`src/rtl/waveform_pedestal_peak_stats_top_defines.svh`:
```
// Assertion macros for the pedestal / peak statistics block.
`ifndef WAVEFORM_PEDESTAL_PEAK_STATS_TOP_DEFINES_SVH
`define WAVEFORM_PEDESTAL_PEAK_STATS_TOP_DEFINES_SVH

`ifndef SYNTHESIS
`define WPPS_ASSERT_IMP(lbl, clk, rst, ante, cons) \
    lbl: assert property (@(posedge clk) disable iff (rst) (ante) |-> (cons)) \
        else $error("%m: same-cycle check failed");
`define WPPS_ASSERT_NXT(lbl, clk, rst, ante, cons) \
    lbl: assert property (@(posedge clk) disable iff (rst) (ante) |=> (cons)) \
        else $error("%m: next-cycle check failed");
`else
`define WPPS_ASSERT_IMP(lbl, clk, rst, ante, cons)
`define WPPS_ASSERT_NXT(lbl, clk, rst, ante, cons)
`endif

`endif

```
`src/rtl/wpps_pkg.sv`:
```
package wpps_pkg;

    localparam int MAX_SAMPLES = 1024;

    localparam int TIME_W = 32;
    localparam int SMP_W  = 16;
    localparam int AMP_W  = 17;
    localparam int PSMP_W = 11;
    localparam int CFG_W  = 32;
    localparam int CFG_IDX_W = 1;

    // sample counter holds MAX_SAMPLES itself
    localparam int CNT_W = $clog2(MAX_SAMPLES + 1);
    localparam int SUM_W = SMP_W + CNT_W;

    localparam logic signed [SMP_W-1:0]  PEAK_START      = -16'sd1600;
    localparam logic signed [TIME_W-1:0] WIN_START_RESET = -32'sd1600;
    localparam logic signed [TIME_W-1:0] WIN_END_RESET   = 32'sd0;

    localparam logic [CFG_IDX_W-1:0] CFG_WIN_START = 1'b0;
    localparam logic [CFG_IDX_W-1:0] CFG_WIN_END   = 1'b1;

    typedef enum logic [2:0] {
        ST_ACC,
        ST_PED_GO,
        ST_PED_RUN,
        ST_DIO_GO,
        ST_DIO_RUN,
        ST_DONE
    } t_state;

    typedef struct packed {
        logic signed [SUM_W-1:0] ped_sum;
        logic [CNT_W-1:0]        ped_cnt;
        logic signed [SMP_W-1:0] peak;
        logic signed [SUM_W-1:0] dio_sum;
        logic [CNT_W-1:0]        smp_cnt;
    } t_acc_stat;

endpackage

```
`src/rtl/wpps_accum.sv`:
```
module wpps_accum
    import wpps_pkg::*;
(
    input  logic                     i_clk,
    input  logic                     i_rst_n,
    input  logic                     i_accept,
    input  logic                     i_clear,
    input  logic signed [TIME_W-1:0] i_win_start,
    input  logic signed [TIME_W-1:0] i_win_end,
    input  logic signed [TIME_W-1:0] i_sample_time,
    input  logic signed [SMP_W-1:0]  i_pulse_sample,
    input  logic signed [SMP_W-1:0]  i_diode_sample,
    output t_acc_stat                o_stat
);

    logic signed [SUM_W-1:0] r_ped_sum, n_ped_sum;
    logic [CNT_W-1:0]        r_ped_cnt, n_ped_cnt;
    logic signed [SMP_W-1:0] r_peak, n_peak;
    logic signed [SUM_W-1:0] r_dio_sum, n_dio_sum;
    logic [CNT_W-1:0]        r_smp_cnt, n_smp_cnt;

    logic in_win;
    logic upd;

    assign in_win = (i_sample_time >= i_win_start) && (i_sample_time <= i_win_end);
    // samples past the record limit are dropped
    assign upd    = i_accept && (r_smp_cnt < CNT_W'(MAX_SAMPLES));

    always_comb begin
        n_ped_sum = r_ped_sum;
        n_ped_cnt = r_ped_cnt;
        n_peak    = r_peak;
        n_dio_sum = r_dio_sum;
        n_smp_cnt = r_smp_cnt;
        if (i_clear) begin
            n_ped_sum = '0;
            n_ped_cnt = '0;
            n_peak    = PEAK_START;
            n_dio_sum = '0;
            n_smp_cnt = '0;
        end else if (upd) begin
            if (in_win) begin
                n_ped_sum = r_ped_sum + SUM_W'(i_pulse_sample);
                n_ped_cnt = r_ped_cnt + 1'b1;
            end
            if (i_pulse_sample > r_peak) begin
                n_peak = i_pulse_sample;
            end
            n_dio_sum = r_dio_sum + SUM_W'(i_diode_sample);
            n_smp_cnt = r_smp_cnt + 1'b1;
        end
    end

    always_ff @(posedge i_clk) begin
        if (!i_rst_n) begin
            r_ped_sum <= '0;
            r_ped_cnt <= '0;
            r_peak    <= PEAK_START;
            r_dio_sum <= '0;
            r_smp_cnt <= '0;
        end else begin
            r_ped_sum <= n_ped_sum;
            r_ped_cnt <= n_ped_cnt;
            r_peak    <= n_peak;
            r_dio_sum <= n_dio_sum;
            r_smp_cnt <= n_smp_cnt;
        end
    end

    assign o_stat.ped_sum = r_ped_sum;
    assign o_stat.ped_cnt = r_ped_cnt;
    assign o_stat.peak    = r_peak;
    assign o_stat.dio_sum = r_dio_sum;
    assign o_stat.smp_cnt = r_smp_cnt;

endmodule

```
`src/rtl/wpps_div.sv`:
```
module wpps_div
    import wpps_pkg::*;
(
    input  logic                    i_clk,
    input  logic                    i_rst_n,
    input  logic                    i_start,
    input  logic signed [SUM_W-1:0] i_dividend,
    input  logic [CNT_W-1:0]        i_divisor,
    output logic                    o_done,
    output logic signed [SUM_W-1:0] o_quot
);

    localparam int STEP_W = $clog2(SUM_W);

    logic              r_busy;
    logic              r_done;
    logic              r_neg;
    logic [STEP_W-1:0] r_step;
    logic [SUM_W-1:0]  r_q;
    logic [CNT_W-1:0]  r_rem;
    logic [CNT_W-1:0]  r_div;

    logic [CNT_W:0]    rem_sh;
    logic              ge;
    logic [CNT_W:0]    rem_sub;

    // restoring division on magnitudes, one quotient bit a cycle
    assign rem_sh  = {r_rem, r_q[SUM_W-1]};
    assign ge      = rem_sh >= {1'b0, r_div};
    assign rem_sub = rem_sh - {1'b0, r_div};

    always_ff @(posedge i_clk) begin
        if (!i_rst_n) begin
            r_busy <= 1'b0;
            r_done <= 1'b0;
        end else begin
            r_done <= 1'b0;
            if (i_start) begin
                r_busy <= 1'b1;
            end else if (r_busy && r_step == '0) begin
                r_busy <= 1'b0;
                r_done <= 1'b1;
            end
        end
    end

    always_ff @(posedge i_clk) begin
        if (i_start) begin
            r_neg  <= i_dividend[SUM_W-1];
            r_q    <= i_dividend[SUM_W-1] ? (SUM_W'(0) - i_dividend) : i_dividend;
            r_rem  <= '0;
            r_div  <= i_divisor;
            r_step <= STEP_W'(SUM_W - 1);
        end else if (r_busy) begin
            r_rem  <= ge ? rem_sub[CNT_W-1:0] : rem_sh[CNT_W-1:0];
            r_q    <= {r_q[SUM_W-2:0], ge};
            r_step <= r_step - 1'b1;
        end
    end

    assign o_done = r_done;
    assign o_quot = r_neg ? $signed(SUM_W'(0) - r_q) : $signed(r_q);

endmodule

```
`src/rtl/waveform_pedestal_peak_stats_top.sv`:
```
// channel  | handshake                 | beat
// ---------+---------------------------+---------------------------------------------
// input    | i_in_valid / o_in_ready   | time, pulse, diode, last
// output   | o_out_valid / i_out_ready | amplitude, diode mean, pedestal count, empty
// config   | i_cfg_we                  | i_cfg_idx, i_cfg_data
//
// Samples are taken one per cycle while a record accumulates.
// A beat with last set starts two passes of the shared bit-serial divider (SUM_W quotient
// bits each, 27 at MAX_SAMPLES = 1024), so the input stalls while the passes run: each
// pass has a start state and a run state, and a result state follows them.
// The result sits in an output register; the next record accumulates while it waits,
// but the next end of record holds until that register is free.
// Reset is synchronous, active low, clears the record state and sets the windows to their reset values.
`include "waveform_pedestal_peak_stats_top_defines.svh"

module waveform_pedestal_peak_stats_top
    import wpps_pkg::*;
(
    input  logic                     i_clk,
    input  logic                     i_rst_n,
    input  logic                     i_cfg_we,
    input  logic [CFG_IDX_W-1:0]     i_cfg_idx,
    input  logic [CFG_W-1:0]         i_cfg_data,
    input  logic                     i_in_valid,
    output logic                     o_in_ready,
    input  logic signed [TIME_W-1:0] i_sample_time,
    input  logic signed [SMP_W-1:0]  i_pulse_sample,
    input  logic signed [SMP_W-1:0]  i_diode_sample,
    input  logic                     i_last,
    output logic                     o_out_valid,
    input  logic                     i_out_ready,
    output logic signed [AMP_W-1:0]  o_amplitude,
    output logic signed [SMP_W-1:0]  o_diode_mean,
    output logic [PSMP_W-1:0]        o_pedestal_samples,
    output logic                     o_pedestal_empty
);

    t_state r_state, n_state;

    logic signed [TIME_W-1:0] r_win_start;
    logic signed [TIME_W-1:0] r_win_end;

    logic signed [SMP_W-1:0]  r_ped;
    logic signed [SMP_W-1:0]  r_dmean;

    logic                     r_out_valid;
    logic signed [AMP_W-1:0]  r_amp;
    logic signed [SMP_W-1:0]  r_dio_out;
    logic [PSMP_W-1:0]        r_psmp;
    logic                     r_empty;

    t_acc_stat                stat;
    logic                     accept;
    logic                     clear;
    logic                     load;
    logic                     div_start;
    logic                     div_done;
    logic signed [SUM_W-1:0]  div_num;
    logic [CNT_W-1:0]         div_den;
    logic signed [SUM_W-1:0]  div_quot;
    logic                     empty;
    logic signed [SMP_W-1:0]  ped_used;

    assign accept = i_in_valid && o_in_ready;
    assign empty  = (stat.ped_cnt == '0);

    always_ff @(posedge i_clk) begin
        if (!i_rst_n) begin
            r_win_start <= WIN_START_RESET;
            r_win_end   <= WIN_END_RESET;
        end else if (i_cfg_we) begin
            case (i_cfg_idx)
                CFG_WIN_START: r_win_start <= $signed(i_cfg_data);
                CFG_WIN_END:   r_win_end   <= $signed(i_cfg_data);
                default:       ;
            endcase
        end
    end

    wpps_accum u_accum (
        .i_clk          (i_clk),
        .i_rst_n        (i_rst_n),
        .i_accept       (accept),
        .i_clear        (clear),
        .i_win_start    (r_win_start),
        .i_win_end      (r_win_end),
        .i_sample_time  (i_sample_time),
        .i_pulse_sample (i_pulse_sample),
        .i_diode_sample (i_diode_sample),
        .o_stat         (stat)
    );

    wpps_div u_div (
        .i_clk      (i_clk),
        .i_rst_n    (i_rst_n),
        .i_start    (div_start),
        .i_dividend (div_num),
        .i_divisor  (div_den),
        .o_done     (div_done),
        .o_quot     (div_quot)
    );

    // next state
    always_comb begin
        n_state = r_state;
        unique case (r_state)
            ST_ACC:     if (accept && i_last) n_state = ST_PED_GO;
            ST_PED_GO:  n_state = ST_PED_RUN;
            ST_PED_RUN: if (div_done) n_state = ST_DIO_GO;
            ST_DIO_GO:  n_state = ST_DIO_RUN;
            ST_DIO_RUN: if (div_done) n_state = ST_DONE;
            ST_DONE:    if (!r_out_valid || i_out_ready) n_state = ST_ACC;
            default:    n_state = ST_ACC;
        endcase
    end

    // sequencer outputs
    always_comb begin
        o_in_ready = 1'b0;
        div_start  = 1'b0;
        div_num    = stat.dio_sum;
        div_den    = stat.smp_cnt;
        load       = 1'b0;
        unique case (r_state)
            ST_ACC:     o_in_ready = 1'b1;
            ST_PED_GO: begin
                div_start = 1'b1;
                div_num   = stat.ped_sum;
                div_den   = stat.ped_cnt;
            end
            ST_PED_RUN: ;
            ST_DIO_GO:  div_start = 1'b1;
            ST_DIO_RUN: ;
            ST_DONE:    load = !r_out_valid || i_out_ready;
            default:    ;
        endcase
    end

    assign clear = load;

    always_ff @(posedge i_clk) begin
        if (!i_rst_n) begin
            r_state <= ST_ACC;
        end else begin
            r_state <= n_state;
        end
    end

    always_ff @(posedge i_clk) begin
        if (r_state == ST_PED_RUN && div_done) begin
            r_ped <= div_quot[SMP_W-1:0];
        end
        if (r_state == ST_DIO_RUN && div_done) begin
            // no samples at all gives a mean of zero
            r_dmean <= (stat.smp_cnt == '0) ? '0 : div_quot[SMP_W-1:0];
        end
    end

    assign ped_used = empty ? '0 : r_ped;

    always_ff @(posedge i_clk) begin
        if (!i_rst_n) begin
            r_out_valid <= 1'b0;
        end else if (load) begin
            r_out_valid <= 1'b1;
        end else if (i_out_ready) begin
            r_out_valid <= 1'b0;
        end
    end

    always_ff @(posedge i_clk) begin
        if (load) begin
            r_amp     <= AMP_W'(stat.peak) - AMP_W'(ped_used);
            r_dio_out <= r_dmean;
            r_psmp    <= PSMP_W'(stat.ped_cnt);
            r_empty   <= empty;
        end
    end

    assign o_out_valid        = r_out_valid;
    assign o_amplitude        = r_amp;
    assign o_diode_mean       = r_dio_out;
    assign o_pedestal_samples = r_psmp;
    assign o_pedestal_empty   = r_empty;

    `WPPS_ASSERT_IMP(a_div_done_in_run, i_clk, !i_rst_n, div_done, (r_state == ST_PED_RUN || r_state == ST_DIO_RUN))
    `WPPS_ASSERT_NXT(a_done_holds_blocked, i_clk, !i_rst_n, (r_state == ST_DONE && r_out_valid && !i_out_ready), (r_state == ST_DONE))
    `WPPS_ASSERT_NXT(a_load_sets_valid, i_clk, !i_rst_n, load, (r_out_valid && r_state == ST_ACC && stat.smp_cnt == '0))
    `WPPS_ASSERT_IMP(a_no_accept_busy, i_clk, !i_rst_n, (r_state != ST_ACC), !accept)

endmodule

```
`config.mk`:
```
export PLATFORM = sky130hd
export DESIGN_NAME = waveform_pedestal_peak_stats_top
export DESIGN_NICKNAME = d
export VERILOG_FILES = /design/src/rtl/wpps_pkg.sv /design/src/rtl/wpps_accum.sv /design/src/rtl/wpps_div.sv /design/src/rtl/waveform_pedestal_peak_stats_top.sv
export VERILOG_INCLUDE_DIRS = /design/src /design/src/rtl
export SDC_FILE = /design/constraint.sdc
export NUM_CORES = 1
export LEC_CHECK = 0
export BUFFER_PORTS_ARGS = -buffer_cell sky130_fd_sc_hd__clkbuf_2
export CORE_AREA = 5 5 264 240
export CTS_CLUSTER_DIAMETER = 40
export DETAILED_ROUTE_END_ITERATION = 8
export DIE_AREA = 0 0 269 245
export PLACE_DENSITY = 0.55
export SLEW_MARGIN = 20
export SYNTH_ARGS = -nofsm -noshare
export SYNTH_HDL_FRONTEND = slang
export SYNTH_SLANG_ARGS = --single-unit
```
`constraint.sdc`:
```
create_clock -name i_clk -period 4.2 [get_ports i_clk]
set_input_delay 0.42 -clock i_clk [delete_from_list [all_inputs] [get_ports i_clk]]
set_output_delay 0.42 -clock i_clk [all_outputs]
set_load 0.005 [all_outputs]
```
==> metrics <==
status=complete, no violations; first-pass GRT wire length=~76,000 microns; Chip Height=approximately 250 microns; Post-CTS Resized=0; Top FF cell, synth=dfxtp_1; core footprint=0.06047 sq mm; Commonest cells post-synth=nand2_1 (310), dfxtp_1 (178), ha_1 (166); vias in the first global route=between 10,000 and 15,000; setup repair bufs after CTS=0; worst path cell trace=nor4_1, nand4b_1, buf_4, nand2_1, ha_1, nor2b_1, o21ai_0, a21boi_0, o211ai_1, a21oi_1, o31ai_1, o2111ai_1, a21oi_1, xnor2_1; Max Buffers Root-to-Sink=3; Crit Path Category=reg -> reg; r2r setup slk=370 ps; CP max stage cell=o31ai_1; IO Port Bufs=149; layout cells sized above 1=~15%; final hold vios=0; clock-pin slew on the worst setup and hold paths=approximately 50 ps; initial DRC count=around 900; leak pwr=9.093 nW; Worst path most repeated cell=a21oi_1; Max Clock Skew=30.01 ps; ANT nets after route=0; WL/cell=~16 microns; quantity of hold-fixing buffers added after cts=0; Routability Congestion=0.8937; worst reg2reg path endpoint=o_amplitude[15]; Hold Slack=87.94 ps; CP max stage delay=between 400 and 500 ps; gate count of the mapped netlist=~2,000; maximum vdd drop=approximately 0.23 mV; HP Class=in -> reg; First-pass DRT Iterations=5; grt ovf=0; die footprint=0.06591 sq mm; worst-skew pair later-pin latency=~580 ps; Req. time, crit path=around 4500 ps; Power Dens Cells=484.5 mW/mm^2; Tightest Pin Transition=slightly below 1000 ps; H-tree depth=3; most frequent cell after synthesis=nand2_1; Worst Setup End Kind=register; worst flop-to-flop path startpoint=u_accum.r_ped_cnt[5]; post-synth cell types=88; Hold Path Stages=3; largest cells by area after synthesis=dfxtp_1 (20%), edfxtp_1 (19%), ha_1 (12%); cell family with most CP delay=compound AO/OA/AOI/OAI gates; sequential area share after synthesis=between 30% and 40%; WL final=48,460 microns; post-synth top area share=~20%; Rel. slew slack=a little over a third; Synth-to-Final Area Change=21.34%; worst-path maximum fanout=16; Hold Path End=r_win_start[16]; Non-Filler Cell Area, Final=0.02173 sq mm; asr flop ratio synth=0%; row count=86; RSZ-0062 raised after global routing=no; syn_area_per_cell=approximately 9.0 sq um; routed via count=between 10,000 and 15,000; Fmax=260.8 MHz; effective utilization at floorplan=29.61%; Final setup viols=0; clk root buf=clkbuf_16; hpwl dp=around 36,000 microns; CP bufs+invs=1; pin count of the biggest net entering global routing=65; Residual DRC=0; Post-Syn Nets=between 2,000 and 2,500; Final Slew Violations=0; CP arrival=~4200 ps; Via density=slightly below 5; min Tclk post-route=between 3000 and 4000 ps; Syn Std Cell Area=0.01791 sq mm; crit start category=register; Sum Neg Setup Slack=0 ps; CTS tree=built; clock buffer count from CTS=67; period utilization=roughly 90%; final net count=between 2,000 and 2,500; Ports=150; GR Util All Layers=roughly 14%; max cap viols=0; Yosys reg bits=294; Placed Area=0.01954 sq mm; initial antenna violation count=3; Chip Width=~270 microns; Synth area leader=dfxtp_1; CTS sink cnt=294; EDFF count, synth=116; Yosys warnings=0; cell depth of the worst flop-to-flop path=14; hold path start=i_cfg_data[16]
per-stage QoR:
stage / total power, mW / std cells / utilization (%) / setup slack, ps
after floorplan: 5.039 / 1995 / - / 659.1
after global placement: 5.542 / 2885 / 32.31 / 393.5
after detailed placement: 5.604 / 2885 / 32.31 / 357.3
after CTS: 10.65 / 3006 / 35.88 / 363.1
after global routing: 11.11 / 3009 / 35.93 / 159.9
final: 10.53 / 3009 / 35.93 / 366.3
routing by layer:
metal | track usage (%) | wire length, microns | vias up
li1 | - | - | 7444
met1 | 20.46 | 23540 | 6941
met2 | 22.00 | 21310 | 340
met3 | 2.446 | 2421 | 79
met4 | 5.185 | 1186 | 0
met5 | 0 | 0 | -
cells by family after synthesis:
kind of cell,share of synthesized area [%]
mux,3.794
fa+ha+maj,12.05
compound gates,17.05
xor+xnor,5.086
simple gates,17.73
buf+inv,4.940
flops,39.35
worst max-delay path by stage:
stage	startpoint	endpoint	depth (start not counted)
floorplan	r_state[1]	u_accum.r_dio_sum[25]	8
global placement	u_accum.r_ped_cnt[5]	o_amplitude[15]	14
detailed placement	u_accum.r_ped_cnt[6]	o_amplitude[15]	14
CTS	u_accum.r_ped_cnt[6]	o_amplitude[15]	14
global route	r_state[0]	u_div.r_q[24]	10
finish	u_accum.r_ped_cnt[5]	o_amplitude[15]	14
where the power goes:
part,internal (mW),switching [mW],leakage [nW]
combinational,0.931,1.23,5.52
sequential,3.20,0.208,2.52
clock,3.19,1.77,1.06
worst register-to-register path: stages, from the launching register on:
cell	delay, ps
dfxtp_1	340
nor4_1	380
nand4b_1	380
buf_4	330
nand2_1	100
ha_1	220
nor2b_1	120
o21ai_0	240
a21boi_0	210
o211ai_1	250
a21oi_1	120
o31ai_1	450
o2111ai_1	180
a21oi_1	200
xnor2_1	80
registers in the layout, indices dropped and copies added, names as in the netlist, 16 cells and up:
name	count
u_accum.r_dio_sum	27
o_diode_mean	16
u_accum.r_ped_sum	27
r_win_end	32
u_accum.r_peak	16
o_amplitude	17
r_ped	16
u_div.r_q	27
r_win_start	32
r_dmean	16
area by class of cell:
class / instances / area (sq um)
Sequential cell: 294 / 7047
Timing Repair Buffer: 175 / 960.9
Multi-Input combinational cell: 1480 / 10020
Tap cell: 792 / 991.0
Clock inverter: 41 / 381.6
Fill cell: 6197 / 38740
Antenna cell: 2 / 5.005
Clock buffer: 80 / 1775
Inverter: 145 / 546.8
cells in the final DEF, fill, tap and decap left out, types with 35 or more instances in the layout:
cell type	netlist	routed
nand2_1	310	310
dfxtp_1	178	178
ha_1	166	166
clkbuf_2	0	149
inv_1	143	143
a21oi_1	135	135
nor2_1	124	122
edfxtp_1	116	116
o21ai_0	77	77
xnor2_1	71	71
clkbuf_16	0	67
mux2i_1	60	60
a21boi_0	50	50
a21o_1	36	36
o211ai_1	35	35
(Power assumes the default switching activity.)
